$ cat src/sv/rfc_pkg.sv
`default_nettype none

package rfc_pkg;

    localparam logic [31:0] CRC_POLY   = 32'h82f6_3b78;
    localparam logic [31:0] CRC_PRESET = 32'hffff_ffff;
    localparam logic [31:0] MASK_DELTA = 32'ha282_ead8;

    // command queue between front and back
    localparam int Q_DEPTH = 4;
    localparam int Q_PTR_W = $clog2(Q_DEPTH);
    localparam int Q_CNT_W = Q_PTR_W + 1;

    // emission steps within one command
    localparam int STEP_W = 4;
    localparam logic [STEP_W-1:0] HDR_LEN_LAST  = 4'd3;   // last byte taken from record_length
    localparam logic [STEP_W-1:0] HDR_PAD_LAST  = 4'd7;   // last byte of the length word
    localparam logic [STEP_W-1:0] HDR_CRC_LAST  = 4'd11;  // last header crc byte
    localparam logic [STEP_W-1:0] TRL_CRC_LAST  = 4'd4;   // last data crc byte

    typedef enum logic [1:0] {
        CMD_START = 2'b00,   // header of a new record, data holds the length
        CMD_BYTE  = 2'b01,   // plain payload byte
        CMD_LAST  = 2'b10,   // closing payload byte, data holds the final crc
        CMD_ERR   = 2'b11    // payload byte with no record open
    } cmd_kind_t;

    typedef struct packed {
        cmd_kind_t   kind;
        logic [31:0] data;
        logic [7:0]  pbyte;
    } cmd_t;

    // reflected crc-32c, one byte folded in
    function automatic logic [31:0] crc_fold(input logic [31:0] crc, input logic [7:0] b);
        logic [31:0] c;
        c = crc ^ {24'd0, b};
        for (int i = 0; i < 8; i++)
        begin
            c = (c >> 1) ^ (c[0] ? CRC_POLY : 32'd0);
        end
        return c;
    endfunction

    // final xor, rotate right by 15, add delta
    function automatic logic [31:0] crc_mask(input logic [31:0] crc);
        logic [31:0] x;
        x = crc ^ CRC_PRESET;
        return {x[14:0], x[31:15]} + MASK_DELTA;
    endfunction

    function automatic logic [7:0] byte_sel(input logic [31:0] w, input logic [1:0] idx);
        return w[{idx, 3'b000} +: 8];
    endfunction

endpackage

`default_nettype wire

$ cat src/sv/rfc_queue.sv
`default_nettype none

module rfc_queue
(
    input  wire logic          clk,
    input  wire logic          rst_n,
    input  wire logic          push,
    input  wire rfc_pkg::cmd_t push_cmd,
    output logic               full,
    input  wire logic          pop,
    output rfc_pkg::cmd_t      head,
    output logic               empty
);
    import rfc_pkg::*;

    cmd_t               mem_reg [Q_DEPTH];
    logic [Q_PTR_W-1:0] wr_ptr_reg, wr_ptr_next;
    logic [Q_PTR_W-1:0] rd_ptr_reg, rd_ptr_next;
    logic [Q_CNT_W-1:0] count_reg, count_next;
    logic               do_push, do_pop;

    assign full    = (count_reg == Q_CNT_W'(Q_DEPTH));
    assign empty   = (count_reg == '0);
    assign head    = mem_reg[rd_ptr_reg];
    assign do_push = push && !full;
    assign do_pop  = pop && !empty;

    always_comb
    begin
        wr_ptr_next = do_push ? wr_ptr_reg + Q_PTR_W'(1) : wr_ptr_reg;
        rd_ptr_next = do_pop ? rd_ptr_reg + Q_PTR_W'(1) : rd_ptr_reg;
        count_next  = count_reg;
        if (do_push && !do_pop)
        begin
            count_next = count_reg + Q_CNT_W'(1);
        end
        else if (do_pop && !do_push)
        begin
            count_next = count_reg - Q_CNT_W'(1);
        end
    end

    always_ff @(posedge clk or negedge rst_n)
    begin
        if (!rst_n)
        begin
            wr_ptr_reg <= '0;
            rd_ptr_reg <= '0;
            count_reg  <= '0;
        end
        else
        begin
            wr_ptr_reg <= wr_ptr_next;
            rd_ptr_reg <= rd_ptr_next;
            count_reg  <= count_next;
        end
    end

    always_ff @(posedge clk)
    begin
        if (do_push)
        begin
            mem_reg[wr_ptr_reg] <= push_cmd;
        end
    end

    // fill level tracks the pointer distance
    a_count_ptrs: assert property (@(posedge clk) disable iff (!rst_n)
        (count_reg == Q_CNT_W'(Q_DEPTH)) || (Q_PTR_W'(count_reg) == wr_ptr_reg - rd_ptr_reg))
        else $error("queue count disagrees with pointers");

endmodule

`default_nettype wire

$ cat src/sv/rfc_front.sv
`default_nettype none

module rfc_front
(
    input  wire logic        clk,
    input  wire logic        rst_n,
    input  wire logic        in_valid,
    output logic             in_stall,
    input  wire logic        mode,
    input  wire logic [31:0] record_length,
    input  wire logic [7:0]  payload_byte,
    output logic             push,
    output rfc_pkg::cmd_t    push_cmd,
    input  wire logic        q_full
);
    import rfc_pkg::*;

    logic [31:0] running_crc_reg, running_crc_next;
    logic [31:0] bytes_left_reg, bytes_left_next;
    logic        record_open_reg, record_open_next;
    logic        accept;
    logic [31:0] crc_upd;
    logic [31:0] left_upd;

    assign in_stall = q_full;
    assign accept   = in_valid && !q_full;
    assign crc_upd  = crc_fold(running_crc_reg, payload_byte);
    assign left_upd = bytes_left_reg - 32'd1;

    always_comb
    begin
        running_crc_next  = running_crc_reg;
        bytes_left_next   = bytes_left_reg;
        record_open_next  = record_open_reg;
        push              = 1'b0;
        push_cmd.kind     = CMD_ERR;
        push_cmd.data     = record_length;
        push_cmd.pbyte    = payload_byte;
        if (accept)
        begin
            if (!mode)
            begin
                // zero length start does nothing
                if (record_length != 32'd0)
                begin
                    push             = 1'b1;
                    push_cmd.kind    = CMD_START;
                    running_crc_next = CRC_PRESET;
                    bytes_left_next  = record_length;
                    record_open_next = 1'b1;
                end
            end
            else if (!record_open_reg)
            begin
                push          = 1'b1;
                push_cmd.kind = CMD_ERR;
            end
            else
            begin
                push            = 1'b1;
                bytes_left_next = left_upd;
                if (left_upd != 32'd0)
                begin
                    push_cmd.kind    = CMD_BYTE;
                    running_crc_next = crc_upd;
                end
                else
                begin
                    push_cmd.kind    = CMD_LAST;
                    push_cmd.data    = crc_upd;
                    running_crc_next = CRC_PRESET;
                    record_open_next = 1'b0;
                end
            end
        end
    end

    always_ff @(posedge clk or negedge rst_n)
    begin
        if (!rst_n)
        begin
            running_crc_reg <= CRC_PRESET;
            bytes_left_reg  <= '0;
            record_open_reg <= 1'b0;
        end
        else
        begin
            running_crc_reg <= running_crc_next;
            bytes_left_reg  <= bytes_left_next;
            record_open_reg <= record_open_next;
        end
    end

    // an open record always has bytes still to come
    a_open_left: assert property (@(posedge clk) disable iff (!rst_n)
        record_open_reg |-> (bytes_left_reg != 32'd0))
        else $error("open record with no bytes left");

endmodule

`default_nettype wire

$ cat src/sv/rfc_back.sv
`default_nettype none

module rfc_back
(
    input  wire logic          clk,
    input  wire logic          rst_n,
    input  wire rfc_pkg::cmd_t head,
    input  wire logic          q_empty,
    output logic               pop,
    output logic               out_valid,
    input  wire logic          out_stall,
    output logic [7:0]         out_byte,
    output logic               run_last,
    output logic               record_end,
    output logic               frame_error
);
    import rfc_pkg::*;

    logic [STEP_W-1:0] step_reg, step_next;
    logic [31:0]       hcrc_reg, hcrc_next;
    logic              out_valid_reg, out_valid_next;
    logic [7:0]        out_byte_reg;
    logic              run_last_reg, record_end_reg, frame_error_reg;

    logic              emit;
    logic [7:0]        res_byte;
    logic              res_last, res_end, res_err;
    logic [31:0]       hdr_masked, trl_masked;
    logic [1:0]        trl_idx;

    assign emit       = !q_empty && (!out_valid_reg || !out_stall);
    assign hdr_masked = crc_mask(hcrc_reg);
    assign trl_masked = crc_mask(head.data);
    assign trl_idx    = 2'(step_reg - STEP_W'(1));

    always_comb
    begin
        res_byte  = 8'd0;
        res_last  = 1'b0;
        res_end   = 1'b0;
        res_err   = 1'b0;
        hcrc_next = hcrc_reg;
        case (head.kind)
            CMD_START:
            begin
                if (step_reg <= HDR_PAD_LAST)
                begin
                    res_byte  = (step_reg <= HDR_LEN_LAST) ?
                                byte_sel(head.data, step_reg[1:0]) : 8'd0;
                    hcrc_next = crc_fold(hcrc_reg, res_byte);
                end
                else
                begin
                    res_byte = byte_sel(hdr_masked, step_reg[1:0]);
                    res_last = (step_reg == HDR_CRC_LAST);
                    if (res_last)
                    begin
                        hcrc_next = CRC_PRESET;
                    end
                end
            end
            CMD_BYTE:
            begin
                res_byte = head.pbyte;
                res_last = 1'b1;
            end
            CMD_LAST:
            begin
                if (step_reg == '0)
                begin
                    res_byte = head.pbyte;
                end
                else
                begin
                    res_byte = byte_sel(trl_masked, trl_idx);
                    res_last = (step_reg == TRL_CRC_LAST);
                    res_end  = res_last;
                end
            end
            CMD_ERR:
            begin
                res_err  = 1'b1;
                res_last = 1'b1;
            end
            default:
            begin
                res_err  = 1'b1;
                res_last = 1'b1;
            end
        endcase
    end

    assign pop = emit && res_last;

    always_comb
    begin
        step_next      = step_reg;
        out_valid_next = out_valid_reg && out_stall;
        if (emit)
        begin
            out_valid_next = 1'b1;
            step_next      = res_last ? '0 : step_reg + STEP_W'(1);
        end
    end

    always_ff @(posedge clk or negedge rst_n)
    begin
        if (!rst_n)
        begin
            step_reg      <= '0;
            hcrc_reg      <= CRC_PRESET;
            out_valid_reg <= 1'b0;
        end
        else
        begin
            step_reg      <= step_next;
            out_valid_reg <= out_valid_next;
            if (emit)
            begin
                hcrc_reg <= hcrc_next;
            end
        end
    end

    always_ff @(posedge clk)
    begin
        if (emit)
        begin
            out_byte_reg    <= res_byte;
            run_last_reg    <= res_last;
            record_end_reg  <= res_end;
            frame_error_reg <= res_err;
        end
    end

    assign out_valid   = out_valid_reg;
    assign out_byte    = out_byte_reg;
    assign run_last    = run_last_reg;
    assign record_end  = record_end_reg;
    assign frame_error = frame_error_reg;

    a_step_range: assert property (@(posedge clk) disable iff (!rst_n)
        step_reg <= HDR_CRC_LAST)
        else $error("emission step out of range");

    a_step_has_cmd: assert property (@(posedge clk) disable iff (!rst_n)
        (step_reg != '0) |-> !q_empty)
        else $error("mid-command step with empty queue");

    a_hcrc_idle: assert property (@(posedge clk) disable iff (!rst_n)
        (step_reg == '0) |-> (hcrc_reg == CRC_PRESET))
        else $error("header crc not reset between commands");

    a_end_is_last: assert property (@(posedge clk) disable iff (!rst_n)
        out_valid_reg |-> (!record_end_reg || run_last_reg) &&
                          (!frame_error_reg || (run_last_reg && out_byte_reg == 8'd0)))
        else $error("inconsistent result flags");

endmodule

`default_nettype wire

$ cat src/sv/record_framer_crc32c.sv
// record_framer_crc32c: length-prefixed record framing with masked crc-32c
//
// input channel (in_valid / in_stall): one item per handshake. mode 0 starts a
//   record of record_length payload bytes, mode 1 carries one payload_byte.
// output channel (out_valid / out_stall): one framed byte per handshake, with
//   run_last on the last result of each input item, record_end on the final
//   data crc byte and frame_error on a payload byte that had no open record.
// a start gives 12 results (8 length bytes, 4 header crc bytes), an ordinary
//   payload byte 1, the closing payload byte 5, a stray payload byte 1; a start
//   of length zero gives none.
// path: an accepted item is written into the command queue, and its first
//   result is then registered in the output register before it reaches the ports.
// throughput: one payload byte per cycle while in_stall is low; the back end
//   emits one result per cycle unless out_stall holds it or the queue is empty.
//   a 4-entry command queue sits between the front and back end; in_stall
//   rises only when that queue is full.
// out_stall holds the output register and its payload; the queue keeps
//   filling until full, then in_stall is raised.
// reset (rst_n low, asynchronous) closes any record, empties the queue and
//   drops out_valid; both crc registers return to all ones.

`default_nettype none

module record_framer_crc32c
(
    input  wire logic        clk,
    input  wire logic        rst_n,
    input  wire logic        in_valid,
    output logic             in_stall,
    input  wire logic        mode,
    input  wire logic [31:0] record_length,
    input  wire logic [7:0]  payload_byte,
    output logic             out_valid,
    input  wire logic        out_stall,
    output logic [7:0]       out_byte,
    output logic             run_last,
    output logic             record_end,
    output logic             frame_error
);
    import rfc_pkg::*;

    // front to queue
    logic push;
    cmd_t push_cmd;
    logic q_full;

    // queue to back
    cmd_t head;
    logic q_empty;
    logic pop;

    // classifies items, keeps record state and the running data crc
    rfc_front u_front
    (
        .clk           (clk),
        .rst_n         (rst_n),
        .in_valid      (in_valid),
        .in_stall      (in_stall),
        .mode          (mode),
        .record_length (record_length),
        .payload_byte  (payload_byte),
        .push          (push),
        .push_cmd      (push_cmd),
        .q_full        (q_full)
    );

    // short command queue decoupling the two halves
    rfc_queue u_queue
    (
        .clk      (clk),
        .rst_n    (rst_n),
        .push     (push),
        .push_cmd (push_cmd),
        .full     (q_full),
        .pop      (pop),
        .head     (head),
        .empty    (q_empty)
    );

    // expands each command into framed bytes, header crc folded on the fly
    rfc_back u_back
    (
        .clk         (clk),
        .rst_n       (rst_n),
        .head        (head),
        .q_empty     (q_empty),
        .pop         (pop),
        .out_valid   (out_valid),
        .out_stall   (out_stall),
        .out_byte    (out_byte),
        .run_last    (run_last),
        .record_end  (record_end),
        .frame_error (frame_error)
    );

endmodule

`default_nettype wire
$ cat config.mk
export PLATFORM = sky130hd
export DESIGN_NAME = record_framer_crc32c
export DESIGN_NICKNAME = d
export VERILOG_FILES = /design/src/sv/rfc_pkg.sv /design/src/sv/rfc_queue.sv /design/src/sv/rfc_front.sv /design/src/sv/rfc_back.sv /design/src/sv/record_framer_crc32c.sv
export SDC_FILE = /design/constraint.sdc
export NUM_CORES = 1
export LEC_CHECK = 0
export BUFFER_PORTS_ARGS = -buffer_cell sky130_fd_sc_hd__buf_2
export CORE_MARGIN = 4
export CORE_UTILIZATION = 45
export DETAILED_ROUTE_END_ITERATION = 12
export PLACE_DENSITY = 0.62
export SYNTH_ARGS = -nofsm -noshare
export SYNTH_HDL_FRONTEND = slang
export SYNTH_SLANG_ARGS = --single-unit
export TNS_END_PERCENT = 20
$ cat constraint.sdc
create_clock -name clk -period 4.59 [get_ports clk]
set_input_delay 0.459 -clock clk [delete_from_list [all_inputs] [get_ports clk]]
set_output_delay 0.459 -clock clk [all_outputs]
set_load 0.05 [all_outputs]
==> impl_metrics.yaml <==
sta:
  setup_viol: 0
  holdWs_ns: 0.132
  max_clock_freq_mhz: 227
  slew_violations: 0
  hold_violations: 0
  tightest_slew_ns: 0.990
  tns_ns: 0
  finalCritPeriodShare: 0.959
  clock-skew-final_ns: 0.0265
  rsz0062_at_grt: "no"
  min_period_ns: 4.40
  relSlewSlack: 0.340
place:
  dp_hpwl_um: 34400
  dp.cells: 1933
  routabilityCongestion: 0.934
  place_area_um2: 17500
  io_buffers: 57
flow_run:
  drv_cap: 0
run_status:
  status: "completed"
grt:
  antenna_found_initial: 0
  first_global_vias: 11695
  grt-ovfl-total: 0
  grt_pass1_wl_um: 71900
  grt_max_degree: 50
  grt_use_total: 0.236
worst_setup_path:
  crit_path_max_fanout: 37
  required_ns: 4.82
  slowest_delay_ns: 0.76
  cp.arrival_ns: 4.63
  cp.buffers_inverters: 1
  path_common_cell: "or4_1"
  crit_chain: "nor3_1 > nand3b_1 > xnor2_1 > or4_1 > a2111oi_0 > nand4_1 > or4_1 > buf_4 > o21ai_0"
  worst_path_max_delay_cell: "o21ai_0"
  path_delay_family: "simple AND/OR/NAND/NOR gates"
  end_kind: "flop"
  crit_type: "flop to flop"
  crit_path_start_kind: "flop"
synth:
  synth_seq_cells: 288
  synth_nets: 1514
  synth-async-reset-ratio: 0.378
  synth_top_area_frac: 0.325
  synth_area_um2: 16600
  synth.distinct_cells: 80
  synth_area_leader_cell: "edfxtp_1"
  seq_area_frac_synth: 0.494
  yosys_warnings: 0
  synth_top_flop_cell: "edfxtp_1"
  avgSynthCellArea_um2: 11.4
  synth_cells: 1457
  ys_top_cells_by_area: "edfxtp_1, dfstp_2, xnor2_1"
  synth_edf_count: 179
clocking:
  cts_made_buffers: 34
  cts-root-buf: "clkbuf_16"
  path_clk_slew_ns: 0.06
  clk_path_buf_depth: 3
  tritoncts: "yes"
  htreeDepth: 2
  clk_latency_ns: 0.55
  numClockSinks: 288
finish:
  areaGrowthSynthToFinish_pct: 12.8
  antennaDiodeCount: 0
  nNetsFinal: 1566
  final_cell_mix: "edfxtp_1, xnor2_1, nor2_1"
  final_common_cell: "edfxtp_1"
  largest_register_ffs: 168
  stdcell_area_um2: 18700
  final_cells: 1995
  drive_above_1_share: 0.211
route:
  via_count: 11983
  drc_errors: 0
  wl_met2_um: 22600
  firstDrtPassIters: 5
  wl_um: 46800
  wl_met3_um: 2360
  drt_iter0_drc: 974
  antenna_left: 0
  drt-met1-wl_um: 20100
  top_layer_used: "met4"
  wire_per_inst_um: 23.5
  vias_per_cell: 6.01
min_path:
  holdCritPathClass: "primary input to flop"
die:
  io_pins: 58
  core_region_area_um2: 35900
  die_h_um: 200
  die_area_um2: 39900
  num_rows: 69
  dieWidth_um: 200
  start_util: 0.461
kinds of logic (layout without fill, tap and decap cells):
kind of cell	Yosys count	count (layout)	synth area share
simple gates	398	398	0.116
compound gates	333	333	0.127
flops	288	288	0.494
xor+xnor	204	204	0.120
buf+inv	112	189	0.0290
mux	110	110	0.105
fa+ha+maj	12	12	0.00952
timing repair:
action	in CTS	in global routing
hold endpoints to repair	23	0
buffers inserted	0	0
hold buffers	1	0
gates resized for setup	0	1
setup endpoints to repair	0	4
routing by layer:
layer | vias up | GRT usage
li1 | 5529 | -
met2 | 407 | 0.387
met1 | 5954 | 0.323
met4 | 0 | 0.0843
met3 | 93 | 0.0358
met5 | - | 0
final timing paths:
check | start | endpoint | slack, ns | cells past startpoint
max in group asynchronous | rst_n | u_queue.rd_ptr_reg[0] | 3.19 | 3
hold / removal | out_stall | u_back.out_valid | 0.13 | 3
setup / recovery | u_front.bytes_left_reg[3] | u_queue.mem_reg[1][36] | 0.19 | 9
hold reg to reg | u_back.out_valid | u_back.out_valid | 0.49 | 2
setup reg to reg | u_front.bytes_left_reg[3] | u_queue.mem_reg[1][36] | 0.19 | 9
min in group asynchronous | rst_n | u_back.out_valid | 0.39 | 2
synthesized netlist by cell type (11+ instances only):
library cell and count:
inv_1 24, mux4_2 39, nor4_1 16, nor3_1 41, o22ai_1 35, dfstp_2 64
nand3_1 42, a21oi_1 104, nand2b_1 12, nor2_1 122, a31oi_1 18, o211ai_1 12
nand2_1 85, or3_1 18, mux2_2 30, mux2i_1 34, clkbuf_1 65, xor2_1 50
o21ai_0 67, dfrtp_1 45, edfxtp_1 179, xnor2_1 136, o22a_1 11, ha_1 11
stage by stage:
| step | utilization | worst slack [ns] |
|---|---|---|
| after detailed placement | 0.486 | 0.366 |
| after global routing | 0.520 | 0.0000466 |
| after global placement | 0.486 | 0.469 |
| after CTS | 0.520 | 0.314 |
| after floorplan | - | 0.934 |
| final | 0.520 | 0.189 |
area by class of cell:
class | count | area (um^2)
multi-input cells | 1057 | 7940
fillers | 3140 | 17200
clock buffers | 41 | 887
flip-flops and latches | 288 | 8190
repair buffers | 103 | 673
clock inverters | 20 | 317
inverters | 25 | 93.8
well taps | 461 | 577
worst register-to-register path, delay by kind of cell (launching register included):
| kind | cells | cell delay (ns) |
|---|---|---|
| AO/OA/AOI/OAI | 2 | 1.09 |
| XOR/XNOR | 1 | 0.26 |
| buffers and inverters | 1 | 0.29 |
| flip-flops | 1 | 0.46 |
| AND/OR/NAND/NOR | 5 | 1.97 |
Power is left out: the tool's default activity adds up to more than one toggle a clock period on the data nets, which glitch-free logic cannot reach.
